===== src/weekly_alarm_table_core_defines.svh =====
// Assertion helpers for the alarm table core.
`ifndef WEEKLY_ALARM_TABLE_CORE_DEFINES_SVH
`define WEEKLY_ALARM_TABLE_CORE_DEFINES_SVH

`ifndef SYNTHESIS
// same-cycle implication
`define WAT_ASSERT_IMP(lbl, clk_i, rstn_i, ante, cons) \
	lbl: assert property (@(posedge clk_i) disable iff (!rstn_i) (ante) |-> (cons)) \
		else $error("alarm table assertion failed");
// next-cycle implication
`define WAT_ASSERT_NXT(lbl, clk_i, rstn_i, ante, cons) \
	lbl: assert property (@(posedge clk_i) disable iff (!rstn_i) (ante) |=> (cons)) \
		else $error("alarm table assertion failed");
`else
`define WAT_ASSERT_IMP(lbl, clk_i, rstn_i, ante, cons)
`define WAT_ASSERT_NXT(lbl, clk_i, rstn_i, ante, cons)
`endif

`endif


===== src/wat_pkg.sv =====
package wat_pkg;

	localparam logic [1:0] MODE_TICK   = 2'd0;
	localparam logic [1:0] MODE_ADD    = 2'd1;
	localparam logic [1:0] MODE_UPDATE = 2'd2;
	localparam logic [1:0] MODE_DELETE = 2'd3;

	localparam logic [1:0] KIND_STATUS = 2'd0;
	localparam logic [1:0] KIND_RELAY  = 2'd1;
	localparam logic [1:0] KIND_REBOOT = 2'd2;

	localparam logic [1:0] ACT_ON     = 2'd0;
	localparam logic [1:0] ACT_OFF    = 2'd1;
	localparam logic [1:0] ACT_TOGGLE = 2'd2;
	localparam logic [1:0] ACT_REBOOT = 2'd3;

	localparam int RESULT_CAP = 8;
	localparam int NW         = $clog2(RESULT_CAP + 1);

	typedef struct packed {
		logic [1:0] mode;
		logic [7:0] entry_id;
		logic       enabled;
		logic [4:0] hour;
		logic [5:0] minute;
		logic [6:0] day_mask;
		logic [2:0] weekday;
		logic [1:0] action;
		logic [7:0] relay;
	} in_item_t;

	typedef struct packed {
		logic [1:0] kind;
		logic       ok;
		logic [7:0] out_id;
		logic [7:0] out_relay;
		logic [1:0] out_action;
		logic       last;
	} out_item_t;

	typedef struct packed {
		logic [7:0] id;
		logic       en;
		logic [4:0] hr;
		logic [5:0] mn;
		logic [6:0] days;
		logic [1:0] act;
		logic [7:0] rly;
	} entry_t;

	typedef struct packed {
		logic      fire;
		logic      id_hit;
		logic      id_gt;
		out_item_t fired;
	} eval_t;

endpackage


===== src/wat_eval.sv =====
module wat_eval import wat_pkg::*; (
	input  entry_t     ent,
	input  in_item_t   cur,
	input  logic [7:0] maxid,
	output eval_t      ev
);

	logic [6:0] day_bit;

	// weekday 7 shifts out of the mask and matches nothing
	assign day_bit = 7'(8'd1 << cur.weekday);

	always_comb begin
		ev.fire   = ent.en && ((ent.days & day_bit) != 7'd0) &&
			(ent.hr == cur.hour) && (ent.mn == cur.minute);
		ev.id_hit = (ent.id == cur.entry_id);
		ev.id_gt  = (ent.id > maxid);
		ev.fired.ok   = 1'b0;
		ev.fired.last = 1'b0;
		ev.fired.out_id = ent.id;
		if (ent.act == ACT_REBOOT) begin
			ev.fired.kind       = KIND_REBOOT;
			ev.fired.out_relay  = 8'd0;
			ev.fired.out_action = 2'd0;
		end else begin
			ev.fired.kind       = KIND_RELAY;
			ev.fired.out_relay  = ent.rly;
			ev.fired.out_action = ent.act;
		end
	end

endmodule


===== src/weekly_alarm_table_core.sv =====
// channel  | signals                            | dir
// item     | item_valid, item_ready, item       | in
// result   | result_valid, result_ready, result | out
//
// One item at a time. The entry table sits in a one-port-read, one-port-write
// synchronous RAM that is walked one entry per cycle while no fired beat is held
// back. A tick on a repeated minute is dropped in the idle state without a walk.
// Reset clears count, last minute and the other control registers; the RAM
// needs no clearing.
// A fired beat that finds the result register busy holds the walk and rereads that
// entry; the next item is taken while the last beat may still wait.
`include "weekly_alarm_table_core_defines.svh"

module weekly_alarm_table_core import wat_pkg::*; #(
	parameter int MAX_ENTRIES = 8
) (
	input  logic      clk,
	input  logic      arst_n,
	input  logic      item_valid,
	output logic      item_ready,
	input  in_item_t  item,
	output logic      result_valid,
	input  logic      result_ready,
	output out_item_t result
);

	localparam int CW = $clog2(MAX_ENTRIES + 1);
	localparam int AW = (MAX_ENTRIES > 1) ? $clog2(MAX_ENTRIES) : 1;
	localparam logic [CW-1:0] MAX_CNT = CW'(MAX_ENTRIES);
	localparam logic [NW-1:0] CAP_CNT = NW'(RESULT_CAP);

	typedef enum logic [2:0] {
		ST_IDLE, ST_SCAN, ST_SHIFT, ST_WRITE, ST_RESP, ST_FLUSH
	} state_t;

	state_t          state_q;
	in_item_t        item_q;
	logic [CW-1:0]   count_q;
	logic [7:0]      last_min_q;
	logic [CW-1:0]   rd_idx_q;
	logic            vld_s1;
	logic [CW-1:0]   idx_s1;
	entry_t          rd_data_s1;
	logic [7:0]      maxid_q;
	logic [CW-1:0]   pos_q;
	logic [NW-1:0]   n_q;
	logic            pend_valid_q;
	out_item_t       pend_q;
	logic            res_ok_q;
	logic [7:0]      res_id_q;
	logic            result_valid_q;
	out_item_t       result_q;

	entry_t          mem [MAX_ENTRIES];
	logic            mem_we;
	logic [AW-1:0]   mem_waddr;
	entry_t          mem_wdata;
	logic [CW-1:0]   shift_dst;
	logic [7:0]      new_id;

	logic            rd_more;
	logic            scan_end;
	logic            can_push;
	eval_t           ev;

	logic            tick_hit;
	logic            tick_stall;
	logic            tick_take;
	logic            del_hit;
	logic            push_res;
	out_item_t       push_data;
	logic            add_wr;

	wat_eval u_eval (
		.ent   (rd_data_s1),
		.cur   (item_q),
		.maxid (maxid_q),
		.ev    (ev)
	);

	assign item_ready   = (state_q == ST_IDLE);
	assign result_valid = result_valid_q;
	assign result       = result_q;

	assign rd_more  = (rd_idx_q < count_q);
	assign scan_end = !vld_s1 && !rd_more;
	assign can_push = !result_valid_q || result_ready;

	assign shift_dst = CW'(idx_s1 - 1'b1);
	assign new_id    = (item_q.mode == MODE_ADD) ? 8'(maxid_q + 8'd1) : item_q.entry_id;

	assign tick_hit   = (item_q.mode == MODE_TICK) && vld_s1 && ev.fire && (n_q < CAP_CNT);
	// result register still holds an earlier beat: replay this entry once it drains
	assign tick_stall = tick_hit && pend_valid_q && !can_push;
	assign tick_take  = tick_hit && !tick_stall;
	assign del_hit    = (item_q.mode == MODE_DELETE) && vld_s1 && ev.id_hit;
	assign add_wr     = (state_q == ST_WRITE) && (item_q.mode == MODE_ADD);

	always_comb begin
		mem_we    = 1'b0;
		mem_waddr = shift_dst[AW-1:0];
		mem_wdata = rd_data_s1;
		if (state_q == ST_SHIFT) begin
			mem_we = vld_s1;
		end else if (state_q == ST_WRITE) begin
			mem_we    = 1'b1;
			mem_waddr = (item_q.mode == MODE_ADD) ? count_q[AW-1:0] : pos_q[AW-1:0];
			mem_wdata = '{id: new_id, en: item_q.enabled, hr: item_q.hour,
				mn: item_q.minute, days: item_q.day_mask, act: item_q.action,
				rly: item_q.relay};
		end
	end

	always_comb begin
		push_res  = 1'b0;
		push_data = pend_q;
		case (state_q)
			ST_SCAN: push_res = tick_take && pend_valid_q;
			ST_RESP: begin
				push_res  = can_push;
				push_data = '{kind: KIND_STATUS, ok: res_ok_q, out_id: res_id_q,
					out_relay: 8'd0, out_action: 2'd0, last: 1'b1};
			end
			ST_FLUSH: begin
				push_res       = pend_valid_q && can_push;
				push_data.last = 1'b1;
			end
			default: push_res = 1'b0;
		endcase
	end

	always_ff @(posedge clk) begin
		if (mem_we) begin
			mem[mem_waddr] <= mem_wdata;
		end
		rd_data_s1 <= mem[rd_idx_q[AW-1:0]];
	end

	always_ff @(posedge clk or negedge arst_n) begin
		if (!arst_n) begin
			state_q        <= ST_IDLE;
			item_q         <= '0;
			count_q        <= '0;
			last_min_q     <= 8'hFF;
			rd_idx_q       <= '0;
			vld_s1         <= 1'b0;
			idx_s1         <= '0;
			maxid_q        <= '0;
			pos_q          <= '0;
			n_q            <= '0;
			pend_valid_q   <= 1'b0;
			pend_q         <= '0;
			res_ok_q       <= 1'b0;
			res_id_q       <= '0;
			result_valid_q <= 1'b0;
			result_q       <= '0;
		end else begin
			if (push_res) begin
				result_q       <= push_data;
				result_valid_q <= 1'b1;
			end else if (result_ready) begin
				result_valid_q <= 1'b0;
			end
			case (state_q)
				ST_IDLE: begin
					if (item_valid) begin
						item_q   <= item;
						rd_idx_q <= '0;
						vld_s1   <= 1'b0;
						maxid_q  <= '0;
						n_q      <= '0;
						case (item.mode)
							MODE_TICK: begin
								if ({2'b00, item.minute} != last_min_q) begin
									last_min_q <= {2'b00, item.minute};
									state_q    <= ST_SCAN;
								end
							end
							MODE_ADD: begin
								if (count_q >= MAX_CNT) begin
									res_ok_q <= 1'b0;
									res_id_q <= '0;
									state_q  <= ST_RESP;
								end else begin
									state_q <= ST_SCAN;
								end
							end
							default: state_q <= ST_SCAN;
						endcase
					end
				end
				ST_SCAN: begin
					if (tick_stall) begin
						rd_idx_q <= idx_s1;
						vld_s1   <= 1'b0;
					end else if (del_hit) begin
						rd_idx_q <= CW'(idx_s1 + 1'b1);
						vld_s1   <= 1'b0;
					end else begin
						vld_s1 <= rd_more;
						if (rd_more) begin
							idx_s1   <= rd_idx_q;
							rd_idx_q <= CW'(rd_idx_q + 1'b1);
						end
					end
					case (item_q.mode)
						MODE_TICK: begin
							if (tick_take) begin
								pend_q       <= ev.fired;
								pend_valid_q <= 1'b1;
								n_q          <= NW'(n_q + 1'b1);
							end else if (scan_end) begin
								state_q <= ST_FLUSH;
							end
						end
						MODE_ADD: begin
							if (vld_s1 && ev.id_gt) begin
								maxid_q <= rd_data_s1.id;
							end else if (scan_end) begin
								state_q <= ST_WRITE;
							end
						end
						MODE_UPDATE: begin
							if (vld_s1 && ev.id_hit) begin
								pos_q   <= idx_s1;
								state_q <= ST_WRITE;
							end else if (scan_end) begin
								res_ok_q <= 1'b0;
								res_id_q <= item_q.entry_id;
								state_q  <= ST_RESP;
							end
						end
						default: begin
							if (del_hit) begin
								res_ok_q <= 1'b1;
								res_id_q <= item_q.entry_id;
								state_q  <= ST_SHIFT;
							end else if (scan_end) begin
								res_ok_q <= 1'b0;
								res_id_q <= item_q.entry_id;
								state_q  <= ST_RESP;
							end
						end
					endcase
				end
				ST_SHIFT: begin
					// read entry i, write it back at i-1
					vld_s1 <= rd_more;
					if (rd_more) begin
						idx_s1   <= rd_idx_q;
						rd_idx_q <= CW'(rd_idx_q + 1'b1);
					end
					if (scan_end) begin
						count_q <= CW'(count_q - 1'b1);
						state_q <= ST_RESP;
					end
				end
				ST_WRITE: begin
					if (item_q.mode == MODE_ADD) begin
						count_q <= CW'(count_q + 1'b1);
					end
					res_ok_q <= 1'b1;
					res_id_q <= new_id;
					state_q  <= ST_RESP;
				end
				ST_RESP: begin
					if (can_push) begin
						state_q <= ST_IDLE;
					end
				end
				ST_FLUSH: begin
					if (!pend_valid_q) begin
						state_q <= ST_IDLE;
					end else if (can_push) begin
						pend_valid_q <= 1'b0;
						state_q      <= ST_IDLE;
					end
				end
				default: state_q <= ST_IDLE;
			endcase
		end
	end

	`WAT_ASSERT_IMP(a_count_bound, clk, arst_n, 1'b1, count_q <= MAX_CNT)
	`WAT_ASSERT_IMP(a_idle_no_pend, clk, arst_n, state_q == ST_IDLE, !pend_valid_q)
	`WAT_ASSERT_IMP(a_tick_no_write, clk, arst_n, mem_we, item_q.mode != MODE_TICK)
	`WAT_ASSERT_IMP(a_fire_cap, clk, arst_n, 1'b1, n_q <= CAP_CNT)
	`WAT_ASSERT_NXT(a_add_grows, clk, arst_n, add_wr, count_q == $past(count_q) + 1'b1)

endmodule


===== config.mk =====
export PLATFORM = sky130hd
export DESIGN_NAME = weekly_alarm_table_core
export DESIGN_NICKNAME = d
export VERILOG_FILES = /design/src/wat_pkg.sv /design/src/wat_eval.sv /design/src/weekly_alarm_table_core.sv
export VERILOG_INCLUDE_DIRS = /design/src /design/src/src
export SDC_FILE = /design/constraint.sdc
export NUM_CORES = 1
export LEC_CHECK = 0
export BUFFER_PORTS_ARGS = -buffer_cell sky130_fd_sc_hd__clkbuf_2
export CAP_MARGIN = 20
export CELL_PAD_IN_SITES_DETAIL_PLACEMENT = 1
export CELL_PAD_IN_SITES_GLOBAL_PLACEMENT = 2
export CORE_MARGIN = 8
export CORE_UTILIZATION = 40
export DETAILED_ROUTE_END_ITERATION = 10
export GPL_ROUTABILITY_DRIVEN = 0
export PLACE_DENSITY_LB_ADDON = 0.1
export SETUP_SLACK_MARGIN = 0.3
export SLEW_MARGIN = 20
export SYNTH_ARGS = -nofsm -noshare
export SYNTH_HDL_FRONTEND = slang
export SYNTH_SLANG_ARGS = --single-unit

===== constraint.sdc =====
create_clock -name clk -period 4.05 [get_ports clk]
set_input_delay 1.0125 -clock clk [delete_from_list [all_inputs] [get_ports clk]]
set_output_delay 1.0125 -clock clk [all_outputs]
set_load 0.05 [all_outputs]

==> results of run 1 <==
[per-stage QoR]
stage	utilization, %	instance area, µm²	power, mW
2_1_floorplan	-	19100	10.9
3_3_place_gp	43.1	20400	12.7
3_5_place_dp	43.1	20400	12.9
4_1_cts	46.7	22100	17.6
5_1_grt	46.7	22100	18.4
6_report	46.7	22100	17.3
[state kept, by name, indices dropped and copies added (netlist names), 3 cells and up]
signal      cells
mem           296
maxid_q         8
idx_s1          4
rd_data_s1     37
item_q         42
res_id_q        8
n_q             4
pend_q         20
count_q         4
rd_idx_q        4
last_min_q      7
result         22
state_q         3
pos_q           3
[worst max path at each step]
| stage | startpoint | endpoint | slack (ps) | cells past startpoint |
|---|---|---|---|---|
| after global placement | state_q[2]$_DFFE_PN0P_ | mem[2][26]$_DFFE_PP_ | 800 | 9 |
| after detailed placement | state_q[2]$_DFFE_PN0P_ | mem[7][24]$_DFFE_PP_ | 750 | 9 |
| after floorplan | item_q[41]$_DFFE_PN0P_ | mem[1][0]$_DFFE_PP_ | -420 | 6 |
| after global routing | state_q[2]$_DFFE_PN0P_ | mem[6][30]$_DFFE_PP_ | 490 | 9 |
| final | state_q[2]$_DFFE_PN0P_ | mem[7][30]$_DFFE_PP_ | 740 | 9 |
| after CTS | state_q[2]$_DFFE_PN0P_ | mem[7][30]$_DFFE_PP_ | 740 | 9 |
[cell type report]
type	instances	area share, %
clock inverter	32	1.86
multi-input combinational	670	26.7
timing repair buffer	106	3.13
sequential	466	58.6
tap	615	3.48
clock buffer	59	5.75
inverter	29	0.492
[kinds of logic after synthesis]
kind of cell	Yosys count	share of synthesized area [%]
DFF	466	67.8
and+or+nand+nor	272	6.36
muxes	190	15.5
AOI/OAI and AO/OA	147	5.36
buffers and inverters	85	1.74
xor gates and xnor gates	42	1.92
adders and majority gates	19	1.28
[layout by cell type (no fill, tap or decap), types with 12 or more instances in the layout]
cell | Yosys | routed
a21oi_1 | 15 | 15
a22o_1 | 17 | 17
buf_4 | 0 | 32
clkbuf_16 | 0 | 49
clkbuf_2 | 0 | 68
clkinv_1 | 2 | 12
dfrtp_1 | 126 | 123
dfxtp_1 | 37 | 37
edfxtp_1 | 296 | 296
ha_1 | 18 | 18
inv_1 | 27 | 27
mux2_2 | 93 | 93
mux2i_1 | 21 | 21
mux4_2 | 75 | 75
nand2_1 | 164 | 163
nand3_1 | 18 | 18
nor2_1 | 27 | 23
o21ai_0 | 59 | 59
xnor2_1 | 22 | 22
xor2_1 | 20 | 20
[where the power goes]
| group | switching, mW | internal, mW |
|---|---|---|
| Sequential | 0.774 | 6.56 |
| Combinational | 3.15 | 2.17 |
| Clock | 1.88 | 2.82 |
[critical path: cells and delay by family (launching register included)]
kind | cells | cell delay [ps]
buffers and inverters | 4 | 1190
and+or+nand+nor | 3 | 810
DFF | 1 | 610
AOI/OAI and AO/OA | 2 | 330
[routing by layer]
| metal | wire (µm) | GRT usage [%] | share of wire, % |
|---|---|---|---|
| met4 | 932 | 5.06 | 2.0 |
| met3 | 1540 | 2.48 | 3.4 |
| met1 | 21600 | 24.1 | 47 |
| met2 | 21500 | 27.8 | 47 |
| met5 | 0 | 0 | 0 |
==> impl_metrics.yaml, run 1 <==
status:
  status: "finished, final reports clean"
drt:
  drc: 0
  drtAntennaViolNets: 0
  drtIter0Drc: 672
  vias: 10400
  via_per_inst: 5.27
  wl_per_cell_um: 23.1
  wl_um: 45600
  firstDrtPassIters: 4
synthesis:
  synth_flop_cell: "edfxtp_1"
  synth_nets: 1286
  synth_top_area_share_pct: 46.5
  synth_cell_types: 61
  yosysWarnings: 0
  synth-seq-area-share_pct: 67.8
  yosysMostFrequentCell: "edfxtp_1"
  synth.top_cells.by_area: "edfxtp_1 47%, dfrtp_1 16%, mux4_2 8.8%, mux2_2 5.5%, dfxtp_1 3.9%"
  yosys_register_bits: 466
  synth_area_leader_cell: "edfxtp_1"
  syn_avg_cell_area_um2: 15.7
  syn_inst: 1221
  netlist_top_cells_count: "296 x edfxtp_1, 164 x nand2_1, 126 x dfrtp_1, 93 x mux2_2, 75 x mux4_2"
  synth_area_um2: 19100
  async_reset_ff_share_pct: 28.5
  synth-edff-count: 296
worst_setup_path:
  r2r-start: "state_q[2]$_DFFE_PN0P_"
  worstRegToRegCells: 9
  worst_path_max_delay_cell: "dfrtp_1"
  r2r_setup_slack_ps: 740
  cp_max_fo: 47
  reg2reg_to: "mem[7][30]$_DFFE_PP_"
  cp_cell_sequence: "clkinv_1 -> and3_2 -> buf_4 -> o211a_1 -> a21oi_1 -> buf_4 -> nand2_1 -> nor2_4 -> buf_12"
  path_class: "register to register"
  startpoint_type: "register"
  cpMostUsedCell: "buf_4"
  arrival_ps: 3570
  required_ps: 4310
  end_kind: "register"
  max_stage_delay_ps: 610
place:
  port-buffer-count: 69
  dp_cells: 1886
  pre_cts_ws_ps: 751
  dpl.hpwl_um: 29400
clock_network:
  cts_tree: "yes"
  clkSlewWorstSetupHoldPaths_ps: 60
  numCtsBuffers: 49
  clk_latency_ps: 610
  clock-sinks: 466
  cts_hold_buf: 0
  cts_setup_buffers: 0
  ctsLongestPathBuffers: 3
  cts_root_buffer: "clkbuf_16"
  htree_levels: 2
  post_cts_resized: 0
sta:
  slew_headroom_pct: 30.0
  final.setup.worst_slack_ps: 744
  fin_crit_sh_pct: 81.6
  final.setup.tns_ps: 0
  period_minus_slack_ps: 3310
  rsz0062_at_grt: "no"
  timing.fmax_mhz: 302
  worst_hold_slack_ps: 458
  hold_viol: 0
  drv_slew: 0
  skew_ps: 39.3
  tightest_slew_ps: 1040
  setup_viol: 0
floorplan:
  die_h_um: 235
  io_pins: 70
  dieWidth_um: 235
  initial_core_util_pct: 40.3
  dieArea_um2: 55000
  core_region_area_um2: 47400
  placementRows: 80
pwr:
  power.density_nw_per_um2: 784
  leakagePower_nw: 8.17
  ir_drop_uv: 458
cells_and_area:
  final_cells: 1977
  fillCellCount: 4638
  multi_input_area_um2: 5900
  seq_area_um2: 13000
  fin_nets: 1387
  area_growth_pct: 15.8
  diodes: 0
  drive_above_1_share_pct: 27.8
grt:
  first_global_vias: 11400
  grt_max_degree: 81
  grt_use_total_pct: 17.2
  antenna_found_initial: 2
  grt_pass1_wl_um: 71600
  grt-ovfl-total: 0
min_path:
  hp-class: "input pin to asynchronous set/reset pin"
run:
  cap_violations: 0
(Power assumes the default switching activity.)
==> inputs of run 2 (changes only) <==
Clock period 4.05 ns to 2.94 ns, I/O delays scaled along.
==> run 2 against run 1 <==
- via count increased by 1.8%
- sequential share of layout area decreased by 0.71 points
- core utilization increased by 0.58 points
- critical endpoint is now idx_s1[1]$_DFFE_PN0P_
- largest cell class unchanged
==> impl_metrics.yaml, run 2 (same netlist as run 1, synthesis figures left out) <==
status:
  status: "finished, final reports clean"
cells_and_area:
  top_register: "mem"
  seq_area_um2: 13000
  area_growth_pct: 17.2
  diodes: 0
  post-route-util_pct: 47.2
  largest_reg_flops: 296
  top_regs: "mem (296), item_q (42), rd_data_s1 (37)"
  final_cell_mix: "296 x edfxtp_1, 163 x nand2_1, 122 x dfrtp_1, 93 x mux2_2, 75 x mux4_2"
  multi_input_area_um2: 5960
  drive_above_1_share_pct: 29.0
  fin_nets: 1404
  fillCellCount: 4630
  final_common_cell: "edfxtp_1"
min_path:
  hp-class: "input pin to asynchronous set/reset pin"
sta:
  period_minus_slack_ps: 2540
  final.setup.worst_slack_ps: 396
  final.setup.tns_ps: 0
  fin_crit_sh_pct: 86.5
  rsz0062_at_grt: "no"
  skew_ps: 12.8
  drv_slew: 0
  hold_viol: 0
  tightest_slew_ps: 1000
  setup_viol: 0
  timing.fmax_mhz: 393
  slew_headroom_pct: 32.6
drt:
  via_per_inst: 5.32
  firstDrtPassIters: 4
  wl_um: 46300
  wl_per_cell_um: 23.2
  drc: 0
  vias: 10600
  drtIter0Drc: 536
  drtAntennaViolNets: 0
floorplan:
  die_h_um: 235
  placementRows: 80
  core_region_area_um2: 47400
  initial_core_util_pct: 40.3
  io_pins: 70
  dieWidth_um: 235
  dieArea_um2: 55000
run:
  cap_violations: 0
clock_network:
  htree_levels: 2
  cts_root_buffer: "clkbuf_16"
  clkSlewWorstSetupHoldPaths_ps: 60
  numCtsBuffers: 50
  clock-sinks: 466
  clk_latency_ps: 590
  cts_tree: "yes"
  ctsLongestPathBuffers: 3
worst_setup_path:
  worst_path_max_delay_cell: "mux4_2"
  r2r-start: "item_q[11]$_DFFE_PN0P_"
  cp_max_fo: 6
  required_ps: 3410
  path_class: "register to register"
  startpoint_type: "register"
  max_stage_delay_ps: 510
  worstRegToRegCells: 6
  arrival_ps: 3020
  cp_cell_sequence: "mux4_2 -> mux2_4 -> and3_2 -> o41ai_4 -> buf_4 -> mux2_2"
  reg2reg_to: "idx_s1[1]$_DFFE_PN0P_"
  r2r_setup_slack_ps: 400
  end_kind: "register"
pwr:
  p_seq_share_pct: 41.5
  ir_drop_uv: 519
  p_comb_share_pct: 32.3
  p_sw_mw: 8.09
  swShare_pct: 33.6
  leakagePower_nw: 8.28
  power.density_nw_per_um2: 1070
  intPower_mw: 16.0
  p_clk_share_pct: 26.2
place:
  dpl.hpwl_um: 29100
  pre_cts_ws_ps: 295
  port-buffer-count: 69
grt:
  grt_use_total_pct: 17.3
  grt-ovfl-total: 0
  antenna_found_initial: 0
  grt_max_degree: 81
  first_global_vias: 11400
  grt_pass1_wl_um: 71500
[run 2: area by class of cell]
class                      instances  share of cell area (%)
sequential                       466                    57.9
multi-input combinational        670                    26.6
clock buffer                      76                    6.57
timing repair buffer             122                    4.16
tap                              615                    3.43
clock inverter                    18                   0.815
inverter                          29                   0.514
[run 2: power by group through the flow]
stage	clock (mW)	sequential [mW]	combinational (mW)
3_3_place_gp	0	10.1	7.64
4_1_cts	6.49	10.0	7.82
3_5_place_dp	0	10.1	7.77
5_1_grt	6.69	10.1	8.62
6_report	6.30	9.99	7.77
2_1_floorplan	0	9.81	5.42
[run 2: through the flow]
step	area (µm²)	total power [mW]	hold WS, ps	instances
6_report	22400	24.1	104	1996
5_1_grt	22400	25.5	138	1996
4_1_cts	22300	24.3	105	1991
3_5_place_dp	20700	17.9	473	1897
3_3_place_gp	20700	17.7	462	1897
2_1_floorplan	19200	15.2	432	1221
[run 2: worst max-delay path, delay by kind of cell, from the launching register on]
| family | cells | cell delay, ps |
|---|---|---|
| AO/OA/AOI/OAI | 1 | 320 |
| buffers and inverters | 1 | 190 |
| AND/OR/NAND/NOR | 1 | 290 |
| flip-flops | 1 | 410 |
| multiplexers | 3 | 1210 |
[run 2: worst max-delay path by stage]
stage	slack [ps]	from	end
final	400	item_q[11]$_DFFE_PN0P_	idx_s1[1]$_DFFE_PN0P_
after global routing	300	item_q[11]$_DFFE_PN0P_	idx_s1[1]$_DFFE_PN0P_
after CTS	310	state_q[0]$_DFFE_PN0P_	mem[0][32]$_DFFE_PP_
after detailed placement	300	item[24]	state_q[0]$_DFFE_PN0P_
after global placement	280	item[24]	state_q[0]$_DFFE_PN0P_
after floorplan	230	state_q[2]$_DFFE_PN0P_	mem[0][0]$_DFFE_PP_
[run 2: what timing repair did]
action | 4_1_cts | 5_1_grt
hold buffers | 0 | 0
endpoints found under the setup margin | 1 | 236
resized for setup | 2 | 7
setup buffers | 0 | 5
pin swaps | 0 | 2
[run 2: metal layers]
layer | vias to the layer above | part of all wire (%) | GRT usage (%)
li1 | 4856 | - | -
met1 | 5527 | 47 | 24.6
met2 | 174 | 47 | 27.5
met3 | 61 | 4.4 | 2.48
met4 | 0 | 1.8 | 4.85
met5 | - | 0 | 0
==> inputs of run 3 (changes only) <==
Settings changed: ABC_AREA set to 1, CORE_UTILIZATION 40 to 37.
==> run 3 against run 2 <==
- sequential share of layout area down 1.8 points
- clock power is 2% higher
- area after synthesis is 4.0% higher
- clock skew up 36 ps
- non-clock buffer count increased by 12
- wire length rose by 30%
- synthesized cell count increased by 60%
- worst setup slack better by 26 ps
- sequential power fell by 3.3%
- highest routed layer unchanged
- sequential cell count did not move
==> impl_metrics.yaml, run 3 <==
synthesis:
  yosys_register_bits: 466
  synth_area_leader_cell: "edfxtp_1"
  async_reset_ff_share_pct: 28.5
  synth-edff-count: 296
  syn_avg_cell_area_um2: 10.2
  synth.top_cells.by_area: "edfxtp_1 45%, dfrtp_1 16%, nand2_1 7.0%, nor2_1 6.3%, o21ai_0 5.5%"
  synth_top_area_share_pct: 44.7
  synth-seq-area-share_pct: 65.2
  synth_flop_cell: "edfxtp_1"
  yosysWarnings: 0
  syn_inst: 1949
  synth_area_um2: 19900
  yosysMostFrequentCell: "nand2_1"
  netlist_top_cells_count: "370 x nand2_1, 336 x nor2_1, 296 x edfxtp_1, 219 x o21ai_0, 126 x dfrtp_1"
  synth_nets: 2014
  synth_cell_types: 45
sta:
  final.setup.worst_slack_ps: 422
  period_minus_slack_ps: 2520
  timing.fmax_mhz: 397
  slew_headroom_pct: 32.0
  hold_viol: 0
  rsz0062_at_grt: "no"
  skew_ps: 49.1
  fin_crit_sh_pct: 85.6
  worst_hold_slack_ps: 344
  final.setup.tns_ps: 0
  drv_slew: 0
  tightest_slew_ps: 1010
  setup_viol: 0
grt:
  grt-ovfl-total: 0
  first_global_vias: 14900
  grt_use_total_pct: 19.8
  grt_max_degree: 107
  antenna_found_initial: 0
  grt_pass1_wl_um: 93300
place:
  port-buffer-count: 69
  detailed_place.area_um2: 21400
  pre_cts_ws_ps: 303
  dpl.hpwl_um: 40100
cells_and_area:
  largest_reg_flops: 296
  area_growth_pct: 16.3
  final_area_um2: 23100
  diodes: 0
  final_common_cell: "nand2_1"
  fin_nets: 2106
  drive_above_1_share_pct: 13.1
  top_register: "mem"
  final_cell_mix: "369 x nand2_1, 328 x nor2_1, 296 x edfxtp_1, 215 x o21ai_0, 124 x dfrtp_1"
  top_regs: "mem (296), item_q (42), rd_data_s1 (37)"
  fillCellCount: 5920
clock_network:
  clk_latency_ps: 620
  ctsLongestPathBuffers: 3
  cts_root_buffer: "clkbuf_16"
  cts_tree: "yes"
  htree_levels: 2
  clkSlewWorstSetupHoldPaths_ps: 60
  cts_setup_buffers: 0
  clock-sinks: 466
  numCtsBuffers: 52
min_path:
  hp-class: "input pin to register"
  min_from: "item[18]"
  min_path_cells: 2
  hold_end: "item_q[18]$_DFFE_PN0P_"
pwr:
  leakagePower_nw: 9.34
  power.density_nw_per_um2: 1050
  swShare_pct: 38.6
  ir_drop_uv: 588
  p_sw_mw: 9.38
  p_seq_share_pct: 39.8
  p_clk_share_pct: 26.6
  p_comb_share_pct: 33.7
  intPower_mw: 14.9
  power_mw: 24.3
floorplan:
  die_h_um: 248
  initial_core_util_pct: 37.2
  core_region_area_um2: 53500
  io_pins: 70
  dieWidth_um: 248
  dieArea_um2: 61400
  placementRows: 85
worst_setup_path:
  crit_buf_inv: 4
  reg2reg_to: "mem[1][21]$_DFFE_PP_"
  cp_max_fo: 25
  required_ps: 3210
  worstRegToRegCells: 8
  startpoint_type: "register"
  cp_top_family: "buffers and inverters"
  cp_cell_sequence: "inv_1 -> nand2_1 -> o21ai_0 -> buf_4 -> nand2_1 -> buf_4 -> nor2_4 -> buf_12"
  path_class: "register to register"
  worst_path_max_delay_cell: "dfrtp_1"
  arrival_ps: 2790
  max_stage_delay_ps: 470
  r2r-start: "state_q[2]$_DFFE_PN0P_"
  r2r_setup_slack_ps: 420
  end_kind: "register"
drt:
  wl_per_cell_um: 21.6
  wl_um: 60200
  drc: 0
  drtIter0Drc: 859
  via_per_inst: 5.13
  drtAntennaViolNets: 0
  firstDrtPassIters: 5
  vias: 14300
run:
  cap_violations: 0
status:
  status: "finished, final reports clean"
==> run 3: changes by cell type in the layout (fill, tap and decap cells not counted), sizes merged, moves of 71 or more <==
| cell | before | now |
|---|---|---|
| inv | 27 | 111 |
| o21ai | 59 | 229 |
| mux4 | 75 | 0 |
| mux2 | 94 | 23 |
| nor2 | 27 | 340 |
| nand3 | 18 | 112 |
| nand2 | 164 | 377 |
==> run 3: cell families (layout without fill, tap and decap cells) <==
group	Yosys count	count (layout)	share of synthesized area, %
AND/OR/NAND/NOR	855	855	17.4
flip-flops	466	466	65.2
AO/OA/AOI/OAI	357	357	9.69
buffers and inverters	208	343	4.18
multiplexers	23	23	1.30
XOR/XNOR	21	21	0.925
adder cells (fa/ha/maj)	19	19	1.23
==> run 3: layout make-up <==
type	instances	area (µm²)	share of cell area, %
clock inverters	20	225	0.974
inverters	112	423	1.83
well taps	696	871	3.77
multi-input cells	1275	6170	26.7
repair buffers	134	1000	4.34
flip-flops and latches	466	13000	56.1
clock buffers	77	1470	6.34
==> run 3: worst max path at each step <==
stage	start	slack [ps]	endpoint	cells after the start
after floorplan	state_q[1]$_DFFE_PN0P_	180	mem[2][0]$_DFFE_PP_	7
after global placement	result_ready	360	result[11]$_DFFE_PN0P_	11
after detailed placement	idx_s1[0]$_DFFE_PN0P_	300	mem[2][25]$_DFFE_PP_	6
after CTS	idx_s1[0]$_DFFE_PN0P_	330	mem[2][13]$_DFFE_PP_	6
after global routing	vld_s1$_DFFE_PN0P_	310	result[16]$_DFFE_PN0P_	12
final	state_q[2]$_DFFE_PN0P_	420	mem[1][21]$_DFFE_PP_	8
==> run 3: worst register-to-register path, stage by stage, from the launching register on <==
cell     delay, ps
dfrtp_1        470
inv_1          240
nand2_1        240
o21ai_0        300
buf_4          160
nand2_1         50
buf_4          170
nor2_4         290
buf_12         260
==> run 3: power by group through the flow <==
stage / sequential, mW / clock [mW] / combinational (mW)
2_1_floorplan: 9.57 / 0 / 5.09
4_1_cts: 9.67 / 6.63 / 8.31
6_report: 9.66 / 6.45 / 8.19
3_3_place_gp: 9.77 / 0 / 8.10
3_5_place_dp: 9.80 / 0 / 8.28
5_1_grt: 9.80 / 6.86 / 9.23
==> run 3: timing repair <==
action / 4_1_cts / 5_1_grt
hold buffers: 1 / 0
gates resized for setup: 0 / 3
setup endpoints to repair: 0 / 179
endpoints found under the hold margin: 29 / 0
==> run 3: per-stage QoR <==
stage / util, % / cells
detailed placement: 40.0 / 2682
CTS: 43.2 / 2780
finish: 43.2 / 2780
global route: 43.2 / 2780
floorplan: - / 1949
global placement: 40.0 / 2682
==> run 3: per-layer routing <==
metal / vias up / GRT usage, % / wire length, µm
li1: 6843 / - / -
met2: 194 / 31.6 / 27700
met1: 7161 / 28.5 / 29400
met3: 66 / 2.59 / 2000
met5: - / 0 / 0
met4: 0 / 4.77 / 1060
